<file path="src/hdl/stbs_pkg.sv">
// ----------------------------------------------------------------------------
// stbs_pkg
// Shared types and constants for the sorted table binary search block.
// ----------------------------------------------------------------------------
`default_nettype none

package stbs_pkg;

  localparam int TABLE_DEPTH = 256;
  localparam int IDX_W       = $clog2(TABLE_DEPTH);
  localparam int CNT_W       = $clog2(TABLE_DEPTH + 1);
  // Signed search bound: holds -1 up to TABLE_DEPTH.
  localparam int PTR_W       = CNT_W + 1;
  localparam int VAL_W       = 32;

  localparam int IN_TDATA_W  = 8 * ((IDX_W + 2 * VAL_W + 7) / 8);
  localparam int OUT_TDATA_W = 8 * ((IDX_W + 7) / 8);

  localparam int APB_ADDR_W  = 3;
  localparam int APB_DATA_W  = 32;

  // Operation codes carried in the input tuser.
  localparam logic OP_WRITE  = 1'b0;
  localparam logic OP_SEARCH = 1'b1;

  // Register indexes (paddr[2]).
  localparam logic REG_ENTRY_COUNT = 1'b0;

  // Table read request from the search sequencer.
  typedef struct packed {
    logic             en;
    logic [IDX_W-1:0] addr;
  } tbl_rd_t;

endpackage

`default_nettype wire

</file>
<file path="src/hdl/stbs_search.sv">
// ----------------------------------------------------------------------------
// stbs_search
// Binary search sequencer: one shared midpoint adder and one signed compare,
// reused for every probe, plus the result output register.
// ----------------------------------------------------------------------------
`default_nettype none

module stbs_search (
  input  wire logic                          clk,
  input  wire logic                          rst,
  input  wire logic                          start,
  input  wire logic [stbs_pkg::VAL_W-1:0]    key_in,
  input  wire logic [stbs_pkg::CNT_W-1:0]    entry_count,
  output stbs_pkg::tbl_rd_t                  rd,
  input  wire logic [stbs_pkg::VAL_W-1:0]    rd_data,
  output logic                               busy,
  output logic                               res_valid,
  input  wire logic                          res_ready,
  output logic                               res_found,
  output logic      [stbs_pkg::IDX_W-1:0]    res_index
);

  typedef enum logic [1:0] {
    S_IDLE,
    S_PROBE,
    S_CMP,
    S_DONE
  } state_t;

  state_t                              state;
  logic signed [stbs_pkg::PTR_W-1:0]   left;
  logic signed [stbs_pkg::PTR_W-1:0]   right;
  logic        [stbs_pkg::IDX_W-1:0]   mid;
  logic signed [stbs_pkg::VAL_W-1:0]   key;
  logic                                hit;
  logic        [stbs_pkg::IDX_W-1:0]   hit_index;

  logic        [stbs_pkg::CNT_W-1:0]   count_sat;
  logic signed [stbs_pkg::PTR_W-1:0]   span;
  logic signed [stbs_pkg::PTR_W-1:0]   mid_calc;
  logic signed [stbs_pkg::PTR_W-1:0]   mid_ext;
  logic                                in_range;
  logic signed [stbs_pkg::VAL_W-1:0]   probe_val;

  assign count_sat = (entry_count > stbs_pkg::CNT_W'(stbs_pkg::TABLE_DEPTH))
                     ? stbs_pkg::CNT_W'(stbs_pkg::TABLE_DEPTH) : entry_count;

  // The span is never negative while the range is open, so a shift halves it.
  assign span      = right - left;
  assign mid_calc  = left + (span >>> 1);
  assign in_range  = (left <= right);
  assign mid_ext   = $signed({{(stbs_pkg::PTR_W - stbs_pkg::IDX_W){1'b0}}, mid});
  assign probe_val = $signed(rd_data);

  assign rd.en   = (state == S_PROBE) && in_range;
  assign rd.addr = mid_calc[stbs_pkg::IDX_W-1:0];
  assign busy    = (state != S_IDLE);

  always_ff @(posedge clk) begin
    if (rst) begin
      state     <= S_IDLE;
      res_valid <= 1'b0;
    end else begin
      // In S_DONE the output register is reloaded below instead.
      if (res_valid && res_ready && (state != S_DONE)) begin
        res_valid <= 1'b0;
      end
      case (state)
        S_IDLE: begin
          if (start) begin
            key   <= $signed(key_in);
            left  <= '0;
            right <= $signed({1'b0, count_sat}) - stbs_pkg::PTR_W'(1);
            state <= S_PROBE;
          end
        end
        S_PROBE: begin
          if (in_range) begin
            mid   <= mid_calc[stbs_pkg::IDX_W-1:0];
            state <= S_CMP;
          end else begin
            hit   <= 1'b0;
            state <= S_DONE;
          end
        end
        S_CMP: begin
          if (probe_val == key) begin
            hit       <= 1'b1;
            hit_index <= mid;
            state     <= S_DONE;
          end else begin
            if (probe_val < key) begin
              left <= mid_ext + stbs_pkg::PTR_W'(1);
            end else begin
              right <= mid_ext - stbs_pkg::PTR_W'(1);
            end
            state <= S_PROBE;
          end
        end
        S_DONE: begin
          // Wait until the output register is free or being emptied.
          if (!res_valid || res_ready) begin
            res_valid <= 1'b1;
            res_found <= hit;
            res_index <= hit ? hit_index : '0;
            state     <= S_IDLE;
          end
        end
        default: begin
          state <= S_IDLE;
        end
      endcase
    end
  end

endmodule

`default_nettype wire

</file>
<file path="config.mk">
export PLATFORM = sky130hd
export DESIGN_NAME = stbs_search
export DESIGN_NICKNAME = d
export VERILOG_FILES = /design/src/hdl/stbs_pkg.sv /design/src/hdl/stbs_search.sv
export SDC_FILE = /design/constraint.sdc
export NUM_CORES = 1
export LEC_CHECK = 0
export BUFFER_PORTS_ARGS = -buffer_cell sky130_fd_sc_hd__buf_2
export CELL_PAD_IN_SITES_DETAIL_PLACEMENT = 1
export CELL_PAD_IN_SITES_GLOBAL_PLACEMENT = 1
export CORE_ASPECT_RATIO = 1.5
export CORE_UTILIZATION = 47
export CTS_CLUSTER_DIAMETER = 100
export DETAILED_ROUTE_END_ITERATION = 8
export PLACE_DENSITY = 0.93
export SLEW_MARGIN = 5
export SYNTH_ARGS = -nofsm -noshare
export SYNTH_HDL_FRONTEND = slang
export SYNTH_SLANG_ARGS = --single-unit
export TNS_END_PERCENT = 10
</file>
<file path="constraint.sdc">
create_clock -name clk -period 6.6 [get_ports clk]
set_input_delay 0.66 -clock clk [delete_from_list [all_inputs] [get_ports clk]]
set_output_delay 0.66 -clock clk [all_outputs]
set_load 0.1 [all_outputs]
</file>
# Yosys cells after proc, flatten, opt, wreduce, memory -nomap -nowiden

Cells that the tools add are included.

Logic and storage cells: 68
Register bits: 81

Bitwise gates (word level): 1
$add $sub $neg: 5
Order comparisons: 3
Equal/unequal tests: 12
Mux-type cells: 20
Reductions and logical operators: 17

Operators with widths:

| kind                                                 | count |
|---|---|
| two-way mux 10 bit                                   | 6 |
| one-hot mux 10 bit (2 select lines)                  | 2 |
| == test 32 bit                                       | 1 |
| < comparator 32 bit                                  | 1 |
| != test 2 bit, second input constant                 | 8 |
| AND reduction 3 bit                                  | 4 |
| less-or-equal comparator 10 bit                      | 1 |
| AND reduction 5 bit                                  | 2 |
| subtractor 9 x 1 -> 10 bit, second input constant    | 1 |
| adder 8 x 1 -> 9 bit, second input constant          | 1 |
| greater-than comparator 9 bit, second input constant | 1 |
| two-way mux 9 bit                                    | 1 |
| subtractor 8 x 1 -> 9 bit, second input constant     | 1 |
| subtractor 9 bit                                     | 1 |
| adder 8 bit                                          | 1 |
| one-hot mux 2 bit (4 select lines)                   | 1 |
| two-way mux 1 bit                                    | 6 |
| two-way mux 2 bit                                    | 3 |
| nonzero test 2 bit                                   | 3 |
| == test 2 bit, second input constant                 | 2 |
| AND reduction 4 bit                                  | 1 |
| logical AND 1 bit                                    | 3 |
| == test 2 x 1 -> 1 bit, second input constant        | 1 |
| zero test 2 bit                                      | 1 |
| other kinds (5)                                      | 5 |

# Longest topological paths before layout

Word-level depth: 5
Mapped depth: 14
Depth with buffers taken out: 14

# Worst setup path after synthesis

Ideal clock, no wire load.

Kind: register to output
Start point: register right[0] in the netlist's numbering
End point: output rd[7] in the netlist's numbering
Buffers on the path: 0
Path slack: 1,900 ps
Arrival: 4,040 ps
Stages on the path, launching flop included: 13
Path through: edfxtp_1 inv_1 ha_1 inv_1 fa_1 a21o_1 a21oi_1 xnor2_1 ha_1 nor2b_1 o21a_1 o41a_1 xnor2_1

RTL lines:

| what                   | line              | RTL |
|---|---|---|
| start, declared        | stbs_search.sv:32 | `logic signed [stbs_pkg::PTR_W-1:0] right;` |
| start signal, assigned | stbs_search.sv:73 | `right <= $signed({1'b0, count_sat}) - stbs_pkg::PTR_W'(1);` |
| start signal, assigned | stbs_search.sv:95 | `right <= mid_ext - stbs_pkg::PTR_W'(1);` |
| end, declared          | stbs_search.sv:14 | `output stbs_pkg::tbl_rd_t rd,` |

==> out/results.tsv <==
stage	metric	value	unit
setup_path	Max FO, Critical Path	3	
clock_network	CTS tree	yes	
drt	Vias/cell	5.63	
sta	Tightest Pin Transition	0.913	ns
pwr	Clk pwr share	29.3	%
global_routing	vias in the first global route	4115	
drt	initial DRC count	187	
sta	Final Hold Fails	0	
synthesis	syn_nets	576	
drt	Pre-Repair DR Iteration Count	7	
die	Starting Density	47.9	%
placed_design	GP Congestion	0.851	
synthesis	Synth Register Bits	80	
final_layout	Area Growth Syn to Fin	18.3	%
clock_network	Hold Buf Count CTS	0	
sta	Max Clk Rate	229	MHz
setup_path	Req. time, crit path	5.94	ns
final_layout	n_diodes	0	
final_layout	most frequent cells in the layout	buf_2, edfxtp_1, inv_1	
synthesis	EDFF count, synth	77	
synthesis	top-area cell type share of the netlist area	47.9	%
synthesis	top cells by area, synth	edfxtp_1, ha_1, inv_1	
die	site row count	45	
clock_network	Setup Buffers After CTS	0	
synthesis	Post-Syn Area per Cell	11.0	µm²
drt	post-DR wirelength/cell	18.9	µm
synthesis	warnings from Yosys	0	
drt	routed wire length	12500	µm
outcome	outcome	finished with violations	
synthesis	Synth cell types	53	
pwr	Peak supply drop	0.166	mV
setup_path	CP endpoint kind	output port	
die	num ports	97	
synthesis	sequential share of the synthesized area	49.1	%
clock_network	Clock Tree Buf Depth	2	
clock_network	clk sinks	80	
global_routing	wire length of the first global-routing pass	19900	µm
synthesis	FFs w/ async S/R, synth	0	%
clock_network	htree depth	3	
die	die area	0.0107	mm²
global_routing	Overall Global Routing Usage	24.9	%
setup_path	critical-path cell list	inv_1, ha_1, inv_1, fa_1, a21o_1, a21oi_1, xnor2_1, ha_1, nor2b_1, o21a_1, o41a_1, xnor2_1, buf_2	
pwr	logic gate share of total power	32.1	%
pwr	Net Sw Frac	38.5	%
placed_design	IO Port Bufs	96	
setup_path	kind of critical path	register to output port	
sta	setup total negative slack	0	ns
final_layout	Final Non-Filler Cells	660	
pwr	Power Dens Cells	280	mW/mm²
sta	final worst slack	2.23	ns
clock_network	CTS resizes	0	
synthesis	Mapped Cells	438	
drt	DRC viols	4	
clock_network	Worst-Skew Late Latency	0.34	ns
clock_network	Root Driver	clkbuf_16	
die	Die W	84.8	µm
global_routing	initial antenna violation count	0	
setup_path	CP Data Arrival Time	3.71	ns
synthesis	area leader, netlist	edfxtp_1	
final_layout	leading cell type in the layout, fill and taps excluded	buf_2	
setup_path	CP Launch Type	register	
die	Die Height	126	µm
clock_network	CTS Buf Count	9	
setup_path	slowest CP cell	buf_2	
pwr	Seq pwr share	38.6	%
drt	Vias	3714	
final_layout	layout cells sized above 1	23.6	%
min_path	path type of the worst min-delay path	input pin to register	
die	Core ar.	0.0101	mm²
sta	final period utilization	66.3	%
final_layout	nets	676	
synthesis	Top FF cell, synth	edfxtp_1	
outcome	violated checks	design-rule violations	
clock_network	clock-pin slew on the worst setup and hold paths	0.07	ns
placed_design	Place WS	2.59	ns
pwr	internal power	0.986	mW
synthesis	Mapped Area	0.00483	mm²
sta	Slew Viols, Final	0	
drt	post-route ant nets	0	
placed_design	Cells after DPL	644	
flow_run	Max Cap Viol	0	
sta	Final setup viols	0	
pwr	leak pwr	2.54	nW
sta	RSZ-0062 raised after global routing	no	
sta	clk_skew	0.00760	ns
placed_design	post-detail-place hpwl	9950	µm
pwr	switching power	0.616	mW
global_routing	largest net degree at the start of global routing	33	
setup_path	Worst path max stage delay	0.46	ns
sta	crit path time final	4.37	ns
sta	max_slew headroom	39.0	%
global_routing	total grt overflow	0	
==> critical path: cells and delay by family (launching register included) <==
family                     cells  cell delay [ns]
AOI/OAI and AO/OA              4             0.98
xor gates and xnor gates       2             0.39
adders and majority gates      3             0.85
buffers and inverters          3             0.59
DFF                            1             0.39
and+or+nand+nor                1             0.15
==> layer usage <==
layer  routed length [µm]  track usage [%]  up-vias
met4                  610             15.8        0
met5                    0                0        -
li1                     -                -     1754
met2                 7110             48.4      128
met3                  589             5.50       43
met1                 4190             22.6     1789
==> cell families (layout without fill, tap and decap cells) <==
logic type / count (synthesis) / after routing / synth area share (%)
XOR/XNOR: 27 / 27 / 4.89
adder cells (fa/ha/maj): 61 / 61 / 16.1
AND/OR/NAND/NOR: 122 / 122 / 13.8
multiplexers: 2 / 2 / 0.414
AO/OA/AOI/OAI: 76 / 76 / 10.2
buffers and inverters: 70 / 175 / 5.57
flip-flops: 80 / 80 / 49.1
==> Yosys cell counts (2+ instances only) <==
| library cell | instances |
|---|---|
| o21bai_1 | 2 |
| or2_2 | 3 |
| buf_2 | 5 |
| nand4_2 | 2 |
| xnor2_1 | 18 |
| nand4_1 | 10 |
| fa_1 | 2 |
| o211ai_1 | 2 |
| inv_1 | 62 |
| ha_1 | 59 |
| o21ai_0 | 13 |
| o21ai_1 | 2 |
| nor2_1 | 29 |
| nand3_1 | 8 |
| nand2_1 | 25 |
| a31oi_1 | 3 |
| nand2b_1 | 3 |
| xor2_1 | 9 |
| a21o_1 | 6 |
| nor3_1 | 11 |
| nor2b_1 | 9 |
| a21oi_1 | 29 |
| dfxtp_1 | 3 |
| nor4_4 | 2 |
| a22oi_1 | 3 |
| mux2i_1 | 2 |
| o211a_1 | 2 |
| nor4_1 | 2 |
| edfxtp_1 | 77 |
| clkbuf_1 | 3 |
| or3_1 | 2 |
| and2_1 | 9 |
==> stage by stage <==
| stage | hold slack [ns] | util [%] | total power [mW] | instance area, µm² |
|---|---|---|---|---|
| floorplan | 0.421 | - | 1.02 | 4830 |
| global placement | 0.501 | 53.9 | 1.11 | 5440 |
| global route | 0.476 | 56.7 | 1.66 | 5710 |
| detailed placement | 0.514 | 53.9 | 1.14 | 5440 |
| CTS | 0.481 | 56.7 | 1.61 | 5710 |
| finish | 0.488 | 56.7 | 1.60 | 5710 |
==> power groups by stage <==
stage	logic (mW)	clock network [mW]	registers, mW
2_1_floorplan	0.401	0	0.623
3_3_place_gp	0.490	0	0.625
3_5_place_dp	0.514	0	0.627
4_1_cts	0.518	0.473	0.618
5_1_grt	0.547	0.492	0.620
6_report	0.515	0.470	0.618
==> registers in the layout, summed over array words and instances (netlist names) <==
name,cells
hit_index,8
res_found,1
hit,1
state,2
key,32
right,10
res_index,8
res_valid,1
mid,8
left,9
==> cell type report <==
class | count | area [µm²]
Inverter | 62 | 233
Fill cell | 1100 | 4360
Clock buffer | 9 | 225
Sequential cell | 80 | 2370
Tap cell | 117 | 146
Timing Repair Buffer | 97 | 488
Multi-Input combinational cell | 288 | 2200
Clock inverter | 7 | 53.8
==> worst paths after layout <==
path	startpoint	endpoint	slack, ns	cells past startpoint
worst max-delay path	right[0]$_DFFE_PP_	rd[7]	2.23	13
worst min-delay path	key_in[22]	key[22]$_DFFE_PP_	0.49	1
worst max register to register	right[0]$_DFFE_PP_	mid[7]$_DFFE_PP_	3.50	12
worst min register to register	hit_index[7]$_DFFE_PP_	res_index[7]$_SDFFCE_PN0P_	0.53	1
No activity file was read; power rests on OpenSTA's default activity.
